<file path="config.mk">
export PLATFORM = sky130hd
export DESIGN_NAME = gri_front
export DESIGN_NICKNAME = d
export VERILOG_FILES = /design/src/sv/gri_pkg.sv /design/src/sv/gri_front.sv
export SDC_FILE = /design/constraint.sdc
export NUM_CORES = 2
export LEC_CHECK = 0
export BUFFER_PORTS_ARGS = -buffer_cell sky130_fd_sc_hd__buf_2
export CAP_MARGIN = 30
export CORE_MARGIN = 8
export CORE_UTILIZATION = 35
export CTS_CLUSTER_SIZE = 10
export DETAILED_ROUTE_END_ITERATION = 12
export GPL_TIMING_DRIVEN = 0
export PLACE_DENSITY = 0.49
export REMOVE_ABC_BUFFERS = 1
export SETUP_SLACK_MARGIN = 0.4
export SLEW_MARGIN = 10
export SYNTH_ARGS = -nofsm -noshare
export SYNTH_HDL_FRONTEND = slang
export SYNTH_SLANG_ARGS = --single-unit
</file>
<file path="constraint.sdc">
create_clock -name clk_i -period 7.5 [get_ports clk_i]
set_input_delay 1.5 -clock clk_i [delete_from_list [all_inputs] [get_ports clk_i]]
set_output_delay 1.5 -clock clk_i [all_outputs]
set_load 0.005 [all_outputs]
</file>
<file path="src/sv/gri_pkg.sv">
// Shared widths, types and limits of the gyro rate frame integrator.
package gri_pkg;

  // Longest elapsed time, in microseconds, charged to one interval
  localparam int unsigned DT_CAP = 1048575;

  localparam int unsigned DT_W    = $clog2(DT_CAP + 1);
  localparam int unsigned TIME_W  = 48;
  localparam int unsigned RATE_W  = 24;
  localparam int unsigned DELTA_W = 48;
  localparam int unsigned TOTAL_W = 56;
  // Signed rate times nonnegative dt below 2^DT_W
  localparam int unsigned PIECE_W = RATE_W + DT_W;

  localparam int unsigned IN_DATA_W  = TIME_W + 3 * RATE_W;
  localparam int unsigned OUT_DATA_W = 3 * DELTA_W + 3 * TOTAL_W;

  typedef logic signed [RATE_W-1:0]  rate_t;
  typedef logic signed [PIECE_W-1:0] piece_t;
  typedef logic signed [DELTA_W-1:0] delta_t;
  typedef logic signed [TOTAL_W-1:0] total_t;

  typedef struct packed {
    logic valid;
    logic frame;
  } stage_ctl_t;

endpackage

</file>
<file path="src/sv/gri_front.sv">
// Elapsed-time stage, held rates and the rate-by-time multiply stage.
module gri_front (
  input  logic                          clk_i,
  input  logic                          rst_ni,
  input  logic                          en_i,
  input  logic                          in_valid_i,
  input  logic                          cmd_i,
  input  logic [gri_pkg::TIME_W-1:0]    event_time_i,
  input  gri_pkg::rate_t                rate_x_i,
  input  gri_pkg::rate_t                rate_y_i,
  input  gri_pkg::rate_t                rate_z_i,
  output gri_pkg::stage_ctl_t           ctl_o,
  output gri_pkg::piece_t               piece_x_o,
  output gri_pkg::piece_t               piece_y_o,
  output gri_pkg::piece_t               piece_z_o
);

  function automatic gri_pkg::piece_t mul_piece(gri_pkg::rate_t r,
                                                logic [gri_pkg::DT_W-1:0] d);
    logic signed [gri_pkg::PIECE_W:0] p;
    p = r * $signed({1'b0, d});
    return p[gri_pkg::PIECE_W-1:0];
  endfunction

  logic                       accept;
  logic [gri_pkg::TIME_W-1:0] prev_time_q;
  gri_pkg::rate_t             held_x_q, held_y_q, held_z_q;
  logic [gri_pkg::TIME_W-1:0] span;
  logic [gri_pkg::DT_W-1:0]   dt_d;

  gri_pkg::stage_ctl_t        s1_ctl_q, s2_ctl_q;
  logic [gri_pkg::DT_W-1:0]   s1_dt_q;
  gri_pkg::rate_t             s1_rx_q, s1_ry_q, s1_rz_q;
  gri_pkg::piece_t            s2_px_q, s2_py_q, s2_pz_q;

  assign accept = en_i && in_valid_i;

  // A backward step counts as no elapsed time; long gaps are capped
  always_comb begin
    span = (event_time_i > prev_time_q) ? (event_time_i - prev_time_q) : '0;
    if (span > gri_pkg::TIME_W'(gri_pkg::DT_CAP)) begin
      dt_d = gri_pkg::DT_W'(gri_pkg::DT_CAP);
    end else begin
      dt_d = span[gri_pkg::DT_W-1:0];
    end
  end

  always_ff @(posedge clk_i or negedge rst_ni) begin
    if (!rst_ni) begin
      prev_time_q <= '0;
      held_x_q    <= '0;
      held_y_q    <= '0;
      held_z_q    <= '0;
      s1_ctl_q    <= '0;
      s2_ctl_q    <= '0;
    end else if (en_i) begin
      s1_ctl_q <= '{valid: in_valid_i, frame: cmd_i};
      s2_ctl_q <= s1_ctl_q;
      if (accept) begin
        prev_time_q <= event_time_i;
        if (!cmd_i) begin
          held_x_q <= rate_x_i;
          held_y_q <= rate_y_i;
          held_z_q <= rate_z_i;
        end
      end
    end
  end

  // The interval ending at this word uses the rates held before it
  always_ff @(posedge clk_i) begin
    if (accept) begin
      s1_dt_q <= dt_d;
      s1_rx_q <= held_x_q;
      s1_ry_q <= held_y_q;
      s1_rz_q <= held_z_q;
    end
    if (en_i && s1_ctl_q.valid) begin
      s2_px_q <= mul_piece(s1_rx_q, s1_dt_q);
      s2_py_q <= mul_piece(s1_ry_q, s1_dt_q);
      s2_pz_q <= mul_piece(s1_rz_q, s1_dt_q);
    end
  end

  assign ctl_o     = s2_ctl_q;
  assign piece_x_o = s2_px_q;
  assign piece_y_o = s2_py_q;
  assign piece_z_o = s2_pz_q;

endmodule

</file>
# Word-level counts from Yosys, hierarchy flattened
# Cells that the tools add are included.
# word_totals
reg_bits	348
latch_bits	0
mem_bits_rw	0
mem_bits_ro	0
input_bits	125
elab_cells	27
memories	0
# op_classes
n_addsub	1
multipliers	3
div	0
order_cmp	2
eq_ne	0
shift	0
muxes	1
bitwise_logic	1
reduce_logical	4
# op_table
cell	n
$mul 24x21->44	3
$gt 48x20->1 const B	1
$gt 48x48->1	1
$mux 48	1
$sub 48x48->48	1
$reduce_and 3->1	1
$logic_and 1x1->1	2
$reduce_and 2->1	1
$not 1->1	1

# Logic depth before layout (Yosys ltp)
# depth
word_depth	3
mapped_depth	28
ltp_nobuf	26

# Least setup slack after synthesis
# Ideal clock, no wire load.
# synth_timing
path_type	register -> register
start	register s1_dt_q[3] in the netlist's numbering
end	register s2_px_q[40] (netlist: piece_x_o[40]) (data pin)
setup_time_ns	0.139
t_arrival_ns	6.828
required_ns	7.361
slack_ns	0.532
path_stages_with_launch	28
synth_period_minus_slack_ns	6.968
path_cell_list	edfxtp_1 -> clkbuf_1 -> clkbuf_1 -> and2_1 -> fa_1 -> fa_1 -> inv_1 -> fa_1 -> inv_1 -> fa_1 -> inv_1 -> fa_1 -> inv_1 -> fa_1 -> inv_1 -> fa_1 -> inv_1 -> ha_1 -> and3_1 -> nand2_1 -> a21oi_1 -> a21oi_1 -> a21oi_1 -> a21oi_1 -> o21ai_0 -> o21a_1 -> or4b_2 -> nand4b_1
# synth_between
elab_chain_cells	1
# synth_lines
item	line_no	source
start: declaration	gri_front.sv:32	logic [gri_pkg::DT_W-1:0] s1_dt_q;
start signal: assignment	gri_front.sv:73	s1_dt_q <= dt_d;
$mul 24x21->44	gri_front.sv:21	p = r * $signed({1'b0, d});
end signal: assignment	gri_front.sv:79	s2_px_q <= mul_piece(s1_rx_q, s1_dt_q);
end: declaration	gri_front.sv:34	gri_pkg::piece_t s2_px_q, s2_py_q, s2_pz_q;
# No other way between the ends.
# A chain may end at the register's enable or synchronous reset.

# Worst setup path in the final report
# layout_timing
start	register s1_dt_q[3] in the netlist's numbering
end	register s2_py_q[43] (netlist: piece_y_o[43]) (data pin)
# layout_between
elab_chain_cells	1
# layout_lines
item	line_no	source
$mul 24x21->44	gri_front.sv:21	
end signal: assignment	gri_front.sv:80	s2_py_q <= mul_piece(s1_ry_q, s1_dt_q);
end: declaration	gri_front.sv:34	
# No other way between the ends.

==> flow_summary.toml <==
[run_status]
status = "completed"

[clock_tree]
htreeDepth = 2
cts_buffer_depth = 3
cts-root-buf = "clkbuf_16"
cts_made_buffers = 49
cts_hold_buffers = 0
clock-sinks = 348
clk_transition_reported_paths_ps = 50
tritoncts = "built"
clk_latency_ps = 690

[floorplanning]
start_util_pct = 35.3
die-area_sq_mm = 0.206
core_area_sq_mm = 0.190
io_pins = 259
die_h_microns = 454
die_w_microns = 454
std_cell_rows = 160

[yosys]
synth_top_area_share_pct = 43.4
ys_warn_count = 0
synth_area_sq_mm = 0.0671
synth_commonest_cells = "inv_1 (1,519), fa_1 (1,456), and2_1 (905)"
synth_ff_type = "edfxtp_1"
syn_avg_cell_area_sq_um = 9.83
synth_area_leaders = "fa_1 (43%), edfxtp_1 (10%), inv_1 (8.5%)"
synth_most_common_cell = "inv_1"
ys_ff_latch = 348
ys_seq_area_share_pct = 14.6
asyncSetResetFlopFracSynth_pct = 35.6
yosysUniqueCellTypes = 76
synth_top_area_cell = "fa_1"
synth-edff-count = 224
postSynthCellCount = 6832

[sta]
rsz0062_at_grt = "yes"
layout_min_cycle_time_ps = 7360
hold_violations = 0
finClkSkew_ps = 44.9
final.period_utilization_pct = 98.2
slew_headroom_pct = 34.5
max_clock_freq_mhz = 136
setup_violations = 0
setup_slack_ps = 136
slew_violations = 0
worst_pin_slew_ps = 983

[place]
post-place-ws_ps = -1350
postPlaceCellArea_sq_mm = 0.0725
dp_cells = 9348
io_buffer_count = 258
place_congestion = 0.825
dp_hpwl_microns = 145000

[worst_hold_path]
hold-path-cell-count = 0
holdCritPathClass = "reg2reg"

[setup_path]
slowest_delay_ps = 530
crit_path_end_kind = "register"
path_buf_inv = 10
cpLargestDelayFamily = "adder cells"
critPathMaxFanout = 6
cpMostUsedCell = "fa_1"
critical_path_depth = 29
critPathLaunchType = "register"
crit_arrival_ps = 7760
required_ps = 7890
r2r.worst_path.cells = 29
crit_slowest_cell = "fa_1"
crit_type = "reg2reg"

[global_route]
grt_overflow = 0
grt_max_degree = 95
antenna_found_initial = 20
grt_use_total_pct = 18.3
grt_pass1_wl_microns = 296000
grt_pass1_vias = 51400

[detailed_routing]
vias = 46800
drt_wl_total_microns = 189000
drtPass1Iterations = 5
final_antenna_net_count = 0
drt-wirelength-per-cell_microns = 19.6
drtIter0Drc = 2291
via_per_inst = 4.85
route.detailed.drc = 0

[cells_and_area]
final_cells = 9664
postLayoutCellArea_sq_mm = 0.0784
nNetsFinal = 9083
drive_above_1_share_pct = 14.6
synthToLayoutAreaGrowth_pct = 16.8

[run]
maxCapViolCount = 0
[layer usage]
metal,track usage (%),up-vias,part of all wire (%)
li1,-,21000,-
met1,25.1,24800,45
met2,31.2,796,49
met3,1.68,182,3.6
met4,4.65,4,2.6
met5,0,-,0.010
[state kept, by name, indices dropped and copies added, names as in the netlist]
register	count
piece_y_o	44
s1_rz_q	24
held_z_q	24
held_x_q	24
held_y_q	24
s1_ctl_q	2
piece_x_o	44
ctl_o	2
prev_time_q	48
s1_ry_q	24
s1_dt_q	20
s1_rx_q	24
piece_z_o	44
[path summary, 6_finish.rpt]
check	to	slack, ps	from
hold reg to reg	s1_ry_q[17]	430	held_y_q[17]
max in group asynchronous	held_y_q[0]	5770	rst_ni
setup / recovery	piece_y_o[43]	140	s1_dt_q[3]
hold / removal	s1_ry_q[17]	430	held_y_q[17]
setup reg to reg	piece_y_o[43]	140	s1_dt_q[3]
min in group asynchronous	prev_time_q[44]	830	rst_ni
[logic make-up (layout without fill, tap and decap cells)]
family          count (synthesis)  count (layout)  share of synthesized area (%)
mux                            81              81                           1.35
xor+xnor                      175             175                           2.28
flops                         348             348                           14.6
simple gates                 1900            1900                           14.7
fa+ha+maj                    1852            1852                           50.8
buf+inv                      1877            2192                           10.5
compound gates                599             599                           5.69
other cells                     0               6                              0
[worst reg2reg max path, delay by kind of cell (launching register included)]
| kind | cells | cell delay [ps] |
|---|---|---|
| and+or+nand+nor | 5 | 820 |
| buffers and inverters | 10 | 970 |
| adders and majority gates | 8 | 3750 |
| DFF | 1 | 450 |
| AOI/OAI and AO/OA | 5 | 990 |
| xor gates and xnor gates | 1 | 130 |
[per-stage QoR]
step | hold WS, ps | util [%] | setup TNS (ps)
finish | 435 | 41.2 | 0
global route | 432 | 41.2 | -209
CTS | 432 | 40.4 | 0
detailed placement | 428 | 38.1 | -30990
global placement | 423 | 36.9 | -214700
floorplan | 419 | - | 0
[timing repair]
action / CTS / global route
gates resized for setup: 238 / 209
gates cloned: 6 / 2
pin swaps: 160 / 159
buffers inserted: 132 / 77
setup endpoints to repair: 70 / 57
[cell type report]
type | count | area (sq um)
fill | 18700 | 112000
multi-input combinational | 4607 | 52100
sequential | 348 | 9830
timing repair buffer | 581 | 5910
inverter | 1519 | 5720
tap | 2511 | 3140
clock buffer | 72 | 1370
clock inverter | 20 | 288
antenna | 6 | 15.0
[layout by cell type (no fill, tap or decap), drive strengths merged, types with 7 or more instances in the layout]
cell type and count:
clkbuf 75, clkinv 7, and2 905, a21o 85
buf 574, xor2 45, edfxtp 224, or3 8
a21oi 162, clkinvlp 7, nand3 30, nor3 36
nor2 84, o21ai 139, nand2 713, nor3b 8
nand4 18, nand2b 21, a211o 10, o2111ai 8
inv 1520, o211ai 20, mux2 77, nor2b 20
ha 396, and3 25, a211oi 23, dfrtp 124
o31ai 10, fa 1456, o21a 28, a31oi 40
o21bai 21, xnor2 130
Power is not shown: default switching activity piles up to over one toggle a cycle in this logic, so the estimate is an artifact.
