[src/sv/gri_pkg.sv]
// Shared widths, types and limits of the gyro rate frame integrator.
package gri_pkg;

  // Longest elapsed time, in microseconds, charged to one interval
  localparam int unsigned DT_CAP = 1048575;

  localparam int unsigned DT_W    = $clog2(DT_CAP + 1);
  localparam int unsigned TIME_W  = 48;
  localparam int unsigned RATE_W  = 24;
  localparam int unsigned DELTA_W = 48;
  localparam int unsigned TOTAL_W = 56;
  // Signed rate times nonnegative dt below 2^DT_W
  localparam int unsigned PIECE_W = RATE_W + DT_W;

  localparam int unsigned IN_DATA_W  = TIME_W + 3 * RATE_W;
  localparam int unsigned OUT_DATA_W = 3 * DELTA_W + 3 * TOTAL_W;

  typedef logic signed [RATE_W-1:0]  rate_t;
  typedef logic signed [PIECE_W-1:0] piece_t;
  typedef logic signed [DELTA_W-1:0] delta_t;
  typedef logic signed [TOTAL_W-1:0] total_t;

  typedef struct packed {
    logic valid;
    logic frame;
  } stage_ctl_t;

endpackage

[src/sv/gri_axis_acc.sv]
// Saturating per-frame delta and running total accumulators of one axis.
module gri_axis_acc (
  input  logic                clk_i,
  input  logic                rst_ni,
  input  logic                en_i,
  input  gri_pkg::stage_ctl_t ctl_i,
  input  gri_pkg::piece_t     piece_i,
  output gri_pkg::delta_t     delta_o,
  output gri_pkg::total_t     total_o
);

  localparam int unsigned DX = gri_pkg::DELTA_W + 1 - gri_pkg::PIECE_W;
  localparam int unsigned TX = gri_pkg::TOTAL_W + 1 - gri_pkg::PIECE_W;

  gri_pkg::delta_t            acc_delta_q;
  gri_pkg::total_t            acc_total_q;
  logic [gri_pkg::DELTA_W:0]  dsum;
  logic [gri_pkg::TOTAL_W:0]  tsum;
  gri_pkg::delta_t            dsat;
  gri_pkg::total_t            tsat;

  always_comb begin
    dsum = {acc_delta_q[gri_pkg::DELTA_W-1], acc_delta_q}
         + {{DX{piece_i[gri_pkg::PIECE_W-1]}}, piece_i};
    tsum = {acc_total_q[gri_pkg::TOTAL_W-1], acc_total_q}
         + {{TX{piece_i[gri_pkg::PIECE_W-1]}}, piece_i};
    // Clamp when the guard bit disagrees with the sign bit
    if (dsum[gri_pkg::DELTA_W] != dsum[gri_pkg::DELTA_W-1]) begin
      dsat = dsum[gri_pkg::DELTA_W] ? {1'b1, {(gri_pkg::DELTA_W-1){1'b0}}}
                                    : {1'b0, {(gri_pkg::DELTA_W-1){1'b1}}};
    end else begin
      dsat = dsum[gri_pkg::DELTA_W-1:0];
    end
    if (tsum[gri_pkg::TOTAL_W] != tsum[gri_pkg::TOTAL_W-1]) begin
      tsat = tsum[gri_pkg::TOTAL_W] ? {1'b1, {(gri_pkg::TOTAL_W-1){1'b0}}}
                                    : {1'b0, {(gri_pkg::TOTAL_W-1){1'b1}}};
    end else begin
      tsat = tsum[gri_pkg::TOTAL_W-1:0];
    end
  end

  always_ff @(posedge clk_i or negedge rst_ni) begin
    if (!rst_ni) begin
      acc_delta_q <= '0;
      acc_total_q <= '0;
    end else if (en_i && ctl_i.valid) begin
      acc_total_q <= tsat;
      // Drop the delta once a frame word has taken it
      acc_delta_q <= ctl_i.frame ? '0 : dsat;
    end
  end

  assign delta_o = dsat;
  assign total_o = tsat;

endmodule

[config.mk]
export PLATFORM = sky130hd
export DESIGN_NAME = gri_axis_acc
export DESIGN_NICKNAME = d
export VERILOG_FILES = /design/src/sv/gri_pkg.sv /design/src/sv/gri_axis_acc.sv
export SDC_FILE = /design/constraint.sdc
export NUM_CORES = 1
export LEC_CHECK = 0
export ABC_CLOCK_PERIOD_IN_PS = 5000
export BUFFER_PORTS_ARGS = -buffer_cell sky130_fd_sc_hd__clkbuf_2
export CORE_ASPECT_RATIO = 1.25
export CORE_MARGIN = 2
export CORE_UTILIZATION = 45
export CTS_CLUSTER_SIZE = 20
export DETAILED_ROUTE_END_ITERATION = 6
export MAX_ROUTING_LAYER = met4
export SYNTH_ARGS = -nofsm -noshare
export SYNTH_HDL_FRONTEND = slang
export SYNTH_SLANG_ARGS = --single-unit
export TNS_END_PERCENT = 1
[constraint.sdc]
create_clock -name clk_i -period 5 [get_ports clk_i]
set_input_delay 0.75 -clock clk_i [delete_from_list [all_inputs] [get_ports clk_i]]
set_output_delay 0.75 -clock clk_i [all_outputs]
set_load 0.01 [all_outputs]
---- Yosys cells after proc, flatten, opt, wreduce, memory -nomap -nowiden ----
Index checks and enable logic that the tools add are counted.
storage, ports and cells
  flip-flop bits (word level) ............. 104
  output and inout port bits .............. 104
  logic and storage cells ................. 12
cells by class
  reductions and logical operators ........ 1
  eq/ne operators ......................... 2
  $add $sub $neg .......................... 2
  muxes and demuxes ....................... 5
operator list
  operator                                   number
  48-bit two-way mux                         3
  56-bit two-way mux                         2
  56-bit by 44-bit adder with 57-bit output  1
  48-bit by 44-bit adder with 49-bit output  1
  1-bit != test                              2
  1-bit logical AND                          1

---- Logic depth before layout (Yosys ltp) ----
Gate-level depths: netlist (run 1).
  depth after elaboration ................. 4
  mapped depth ............................ 15
  gate-level depth less buffers ........... 13

---- Worst setup path before layout (run 1) ----
OpenSTA, ideal clock, no wires.
  kind .................................... input -> output
  from .................................... in piece_i[0]
  to ...................................... out total_o[18]
  slack ................................... 620 ps
  stages on the path ...................... 15
  buffers on the path ..................... 3
  data arrival time ....................... 3630 ps
  path through ............................ ha_1 inv_1 fa_1 nand2b_1 a21oi_1 o21ai_0 a31oi_1 o21ai_0 o31ai_1 o221a_2 clkbuf_1 nand2_2 buf_2 buf_1 nand2_1
on the way
  word-level cells in the longest chain between the ends .. 3
  elaborated cells between the ends (all ways) .. 4
  classes of those cells .................. 1 x add/sub; 1 x eq/ne; 2 x mux
RTL lines
  what                                                        RTL line                                RTL
  from (decl)                                                 gri_axis_acc.sv:7                       input gri_pkg::piece_t piece_i,
  56-bit by 44-bit adder with 57-bit output *                 gri_axis_acc.sv:26                      + {{TX{piece_i[gri_pkg::PIECE_W-1]}}, piece_i};
  56-bit two-way mux / 1-bit != test (equally long branches)  gri_axis_acc.sv:35, gri_axis_acc.sv:34
  56-bit two-way mux *                                        gri_axis_acc.sv:34                      if (tsum[gri_pkg::TOTAL_W] != tsum[gri_pkg::TOTAL_W-1]) begin
  to (decl)                                                   gri_axis_acc.sv:9                       output gri_pkg::total_t total_o
Every way passes the cells marked *; elsewhere a longest branch is shown, timed or not.

---- Worst setup path after layout (run 1) ----
  from .................................... in piece_i[15]
  to ...................................... out delta_o[46]
on the way
  word-level cells in the longest chain between the ends .. 3
  elaborated cells between the ends (all ways) .. 4
  classes of those cells .................. 1 x add/sub; 1 x eq/ne; 2 x mux
RTL lines
  what                                                        RTL line                                RTL
  48-bit by 44-bit adder with 49-bit output *                 gri_axis_acc.sv:24                      + {{DX{piece_i[gri_pkg::PIECE_W-1]}}, piece_i};
  48-bit two-way mux / 1-bit != test (equally long branches)  gri_axis_acc.sv:29, gri_axis_acc.sv:28
  48-bit two-way mux *                                        gri_axis_acc.sv:28                      if (dsum[gri_pkg::DELTA_W] != dsum[gri_pkg::DELTA_W-1]) begin
  to (decl)                                                   gri_axis_acc.sv:8                       output gri_pkg::delta_t delta_o,
Marked as above.

==> impl_metrics.ini, run 1 <==
[timing]
fin_setup_tns_ps = 0
timing.final.crit_period_ps = 4870
setup_repair_after_global_routing_missed_its_margin = true
setup_viol = 0
tightest_slew_ps = 984
timing.final.crit_share = 0.974
max_freq_ghz = 0.205
slew_viol_final = 0
max_slew_margin = 0.344
holdWs_ps = 486
fin_skew_ps = 12.5
hold_violations = 0

[synthesis]
share_of_flip_flops_with_an_asynchronous_set_or_reset_after_synthesis = 1.00
syn-cell-area_sq_mm = 0.0111
synth.net_count = 1568
yosysUniqueCellTypes = 74
yosys.area.top_type_share = 0.236
synth_enable_flop_cells = 0
synth_warnings = 0
postSynthRegisterBits = 104
synth.yosys.seq_area_share = 0.236
synth_top_flop_cell = dfrtp_1
synthesis.instances = 1413
synth_top_area_cell = dfrtp_1
syn-mean-instance-area_sq_um = 7.82
yosys-top-cells-area = dfrtp_1 (24%), ha_1 (12%), a21oi_1 (6.0%), nand2_1 (5.7%), o21ai_0 (5.5%)

[job]
cap_viol_max_count = 0

[placement]
dp_hpwl_um = 29900
placed_cells = 1854
globalplace.congestion = 0.959
numPortBuffers = 152

[routing]
drt_first_pass_iters = 5
drt-wirelength-per-cell_um = 20.0
route.antenna.remaining_nets = 0
vias_per_cell = 5.86
finalWirelength_um = 37500
drc = 0
initialDrtViolationCount = 709
detailroute.via_count = 10986

[setup_path]
worst-setup-path-type = primary input to output pin
slowest_delay_ps = 550
critPathCaptureType = output pin
slowest_stage = a2111oi_1
path_cells = clkbuf_2 > ha_1 > nand2_1 > a21o_1 > a2111oi_1 > o21ai_0 > o21ai_1 > and3_1 > a31o_2 > and3_1 > buf_12 > nor3_1 > nor2_1 > clkbuf_2
critPathRequiredTime_ps = 4250
setup.worst_path.start_class = primary input
critPathArrivalTime_ps = 4120
crit_fanout = 26

[floorplan]
placement_rows = 64
design.core.area_sq_mm = 0.0243
top_level_ports = 153
fp.dieH_um = 179
design.die.area_sq_mm = 0.0258
floorplan.die.width_um = 144
initial_utilization = 0.454

[finish]
mostFrequentLayoutCell = nand2_1
post_synthesis_to_final_layout_area_growth_pct = 14.3
utilization = 0.519
num-fill-cells = 2500
nNetsFinal = 1693
layout.cells.most_common_list = nand2_1 (167), clkbuf_2 (151), nor2_1 (145), a21oi_1 (131), o21ai_0 (120)
post_layout_nonfiller_instances = 1874
share_of_post_route_cells_with_drive_strength_above_1 = 0.211

[grt]
grt_usage = 0.298
maximum_number_of_pins_on_one_net_before_global_route_repair = 71
top_usage_layer_grt = met2
globalRoute.totalOverflow = 0
groute.layer.met3.usage = 0.0350
first_global_vias = 10565
grt_use_met2 = 0.500
grt.met1_usage = 0.366
global_route_wire_length_before_repair_um = 57500
antenna_found_initial = 1

[clock_network]
worstSkewPairLatency_ps = 380
cts_tree = built
ctsLongestPathBuffers = 2
clock-root-buffer = clkbuf_16
cts-buffers-inserted = 9
cts_num_sinks = 104
worst_setup_hold_path_clk_slew_ps = 80
htree_num_levels = 3

[run_status]
status = finished, final reports clean

[min_path]
min-delay-path-class = register to register
==> final cells by class <==
type                       count  area (sq um)  share of cell area
timing repair buffer         199          1150              0.0913
multi-input combinational   1195          8060               0.638
sequential                   104          2600               0.206
antenna                        1          2.50            0.000198
clock buffer                   9           225              0.0178
tap                          330           413              0.0327
inverter                      29           109             0.00862
clock inverter                 7          63.8             0.00505
==> logic make-up after synthesis <==
| family | share of synthesized area |
|---|---|
| AOI/OAI and AO/OA | 0.278 |
| xor gates and xnor gates | 0.0713 |
| adders and majority gates | 0.144 |
| buffers and inverters | 0.0417 |
| DFF | 0.236 |
| muxes | 0.0454 |
| and+or+nand+nor | 0.184 |
==> state kept, by name, summed over array words and instances, names as in the netlist <==
register     cells
acc_total_q     56
acc_delta_q     48
==> through the flow <==
stage	setup slack (ps)	cell area, sq um
4_1_cts	17.6	12600
6_report	132	12600
5_1_grt	-22.1	12600
3_3_place_gp	-106	12300
3_5_place_dp	-118	12300
2_1_floorplan	620	11100
==> final timing paths <==
check | start | slack (ps) | depth (start not counted) | end
setup / recovery | piece_i[15] | 130 | 14 | delta_o[46]
hold / removal | acc_delta_q[45] | 490 | 2 | acc_delta_q[45]
setup reg to reg | acc_delta_q[15] | 950 | 12 | acc_delta_q[18]
hold reg to reg | acc_delta_q[45] | 490 | 2 | acc_delta_q[45]
max in group asynchronous | rst_ni | 3410 | 2 | acc_total_q[30]
min in group asynchronous | rst_ni | 530 | 1 | acc_total_q[5]
==> worst max-delay path: cells and delay by family <==
| kind | cells | cell delay (ps) |
|---|---|---|
| AOI/OAI and AO/OA | 5 | 1620 |
| and+or+nand+nor | 5 | 850 |
| buffers and inverters | 3 | 480 |
| adders and majority gates | 1 | 400 |
==> Yosys cell counts, types with 13 or more instances <==
cell type	number
a21o_1	42
a21oi_1	132
a21oi_2	38
a31oi_1	15
buf_2	13
clkbuf_1	65
dfrtp_1	104
ha_1	104
inv_1	29
maj3_1	25
mux2_2	41
nand2_1	168
nand3_1	21
nand4_1	33
nor2_1	145
nor3_1	17
o21ai_0	121
o21bai_1	19
xnor2_1	46
xor2_1	44
==> what timing repair did <==
item                                    CTS  global route
pin swaps                                 1             2
cloned                                    0             0
setup buffers                             2             1
hold buffers                              0             0
gates resized for setup                   1            11
endpoints found under the setup margin   53            68
==> layer usage <==
layer  vias to the layer above  wire, um  part of all wire
met5                         -         0                 0
met4                         0      1470             0.039
met3                        76      1830             0.049
met2                       336     18200              0.49
met1                      5207     16000              0.43
li1                       5367         -                 -
Power of run 1 is left out: the tool's default activity adds up to more than one toggle a clock period on the data nets, which glitch-free logic cannot reach.
==> run 2: changes to the inputs <==
- PLACE_DENSITY: not set -> 0.66
- SETUP_SLACK_MARGIN: not set -> 0.15
- SLEW_MARGIN: not set -> 10
==> run 2 against run 1 <==
Net effect:
- worst hold slack improved by 1.1 ps
- final cell count decreased by 0.32%
- count of clock-buffer cells in the layout increased by 3
- first-iteration DRC count decreased by 11%
- register-to-register slack improved by 320 ps
- global-route usage decreased by 1.3 points
- setup slack improved by 130 ps
- critical path type unchanged
- critical endpoint is now total_o[26]
==> impl_metrics.ini, run 2 (synthesis results as in run 1) <==
[routing]
finalWirelength_um = 35700
drc = 0
vias_per_cell = 5.89
initialDrtViolationCount = 634
detailroute.via_count = 11001
drt_first_pass_iters = 6
drt-wirelength-per-cell_um = 19.1
route.antenna.remaining_nets = 0

[placement]
placed_cells = 1846
area_after_dpl_sq_mm = 0.0122
globalplace.congestion = 0.987
numPortBuffers = 152
dp_hpwl_um = 28200
place_ws_ps = -72.8

[finish]
utilization = 0.521
mostFrequentLayoutCell = nand2_1
area.sequential_sq_mm = 0.00260
post_synthesis_to_final_layout_area_growth_pct = 14.8
share_of_post_route_cells_with_drive_strength_above_1 = 0.211
largest_registers = acc_total_q (56), acc_delta_q (48)
num-fill-cells = 2423
post-route-cell-area_sq_mm = 0.0127
layout.cells.most_common_list = nand2_1 (167), clkbuf_2 (150), nor2_1 (145), a21oi_1 (131), o21ai_0 (119)
post_layout_nonfiller_instances = 1868
max_flop_register = acc_total_q
nNetsFinal = 1688
largest_register_ffs = 56
footprint_of_the_multi_input_gates_sq_mm = 0.00809

[setup_path]
critPathArrivalTime_ps = 3990
worst-setup-path-type = primary input to output pin
critPathTopFamily = compound AO/OA/AOI/OAI gates
path_cells = clkbuf_2 > ha_1 > inv_1 > fa_1 > nand2b_1 > a21oi_1 > o21ai_1 > a31oi_1 > o21ai_2 > o31ai_4 > o221a_4 > nand2_2 > buf_12 > a21oi_2 > clkbuf_2
slowest_stage = fa_1
crit_fanout = 35
timing.critical_path.buf_inv = 4
critPathCaptureType = output pin
critPathRequiredTime_ps = 4250
setup.worst_path.start_class = primary input
crit_top_cell = clkbuf_2
slowest_delay_ps = 410

[clock_network]
ctsHoldBuffers = 0
cts_num_sinks = 104
cts-buffers-inserted = 9
cts_tree = built
clock-root-buffer = clkbuf_16
worst_setup_hold_path_clk_slew_ps = 70
ctsLongestPathBuffers = 2
worstSkewPairLatency_ps = 380
htree_num_levels = 3

[floorplan]
floorplan.die.width_um = 144
fp.dieH_um = 179
placement_rows = 64
design.die.area_sq_mm = 0.0258
initial_utilization = 0.454
design.core.area_sq_mm = 0.0243
top_level_ports = 153

[grt]
globalRoute.totalOverflow = 0
grt_usage = 0.286
maximum_number_of_pins_on_one_net_before_global_route_repair = 63
global_route_wire_length_before_repair_um = 56100
antenna_found_initial = 1
first_global_vias = 10631

[timing]
max_slew_margin = 0.416
setup_repair_after_global_routing_missed_its_margin = true
setup_ws_ps = 258
slew_viol_final = 0
timing.final.crit_share = 0.948
hold_violations = 0
tightest_slew_ps = 876
timing.final.crit_period_ps = 4740
setup_viol = 0
fin_skew_ps = 9.63
max_freq_ghz = 0.211

[job]
cap_viol_max_count = 0

[min_path]
min-delay-path-class = primary input to asynchronous set/reset pin

[run_status]
status = finished, final reports clean
[run 2: changes by cell type in the layout (fill, tap and decap cells not counted), sizes merged]
cell      change
clkinv        -1
bufinv        +2
clkinvlp      -2
buf           -5
clkbuf        +3
inv           -3
[run 2: what timing repair did]
item,4_1_cts,5_1_grt
endpoints found under the setup margin,54,75
gates resized for setup,4,18
pin swaps,1,6
buffers inserted,0,6
[run 2: path summary, 6_finish.rpt]
check | from | cells past startpoint | to | slack, ps
max | piece_i[0] | 15 | total_o[26] | 260
min | rst_ni | 1 | acc_total_q[1] | 490
max reg2reg | acc_total_q[21] | 12 | acc_total_q[52] | 1270
min reg2reg | acc_delta_q[41] | 2 | acc_delta_q[41] | 490
max in group asynchronous | rst_ni | 2 | acc_delta_q[34] | 3340
min in group clk_i | acc_delta_q[41] | 2 | acc_delta_q[41] | 490
[run 2: metrics by stage]
step / TNS (ps) / hold WS (ps)
3_3_place_gp: 0 / 467
3_5_place_dp: -806 / 475
2_1_floorplan: 0 / 447
4_1_cts: 0 / 493
5_1_grt: 0 / 515
6_report: 0 / 487
[run 2: routing by layer]
metal / wire [um] / vias up / global-route usage
met5: 0 / - / -
met4: 1140 / 0 / 0.109
met3: 1680 / 65 / 0.0270
met2: 17300 / 345 / 0.479
met1: 15600 / 5223 / 0.357
li1: - / 5368 / -
[run 2: worst register-to-register path, stage by stage (launching register included)]
cell and delay (ps):
dfrtp_1 410, ha_2 420, nand4_1 210, nor4_2 280
nand4_1 220, a2111oi_4 440, o31ai_2 150, o21ai_2 280
a311oi_4 140, buf_4 190, and2_1 240, nor2_2 470
a21oi_1 160
[run 2: final cells by class]
| class | count | share of cell area |
|---|---|---|
| clock buffer | 12 | 0.0202 |
| sequential | 104 | 0.205 |
| tap | 330 | 0.0325 |
| timing repair buffer | 194 | 0.0901 |
| clock inverter | 3 | 0.00513 |
| antenna | 1 | 0.000197 |
| inverter | 29 | 0.00858 |
| multi-input combinational | 1195 | 0.638 |
Power of run 2 is left out for the same reason.
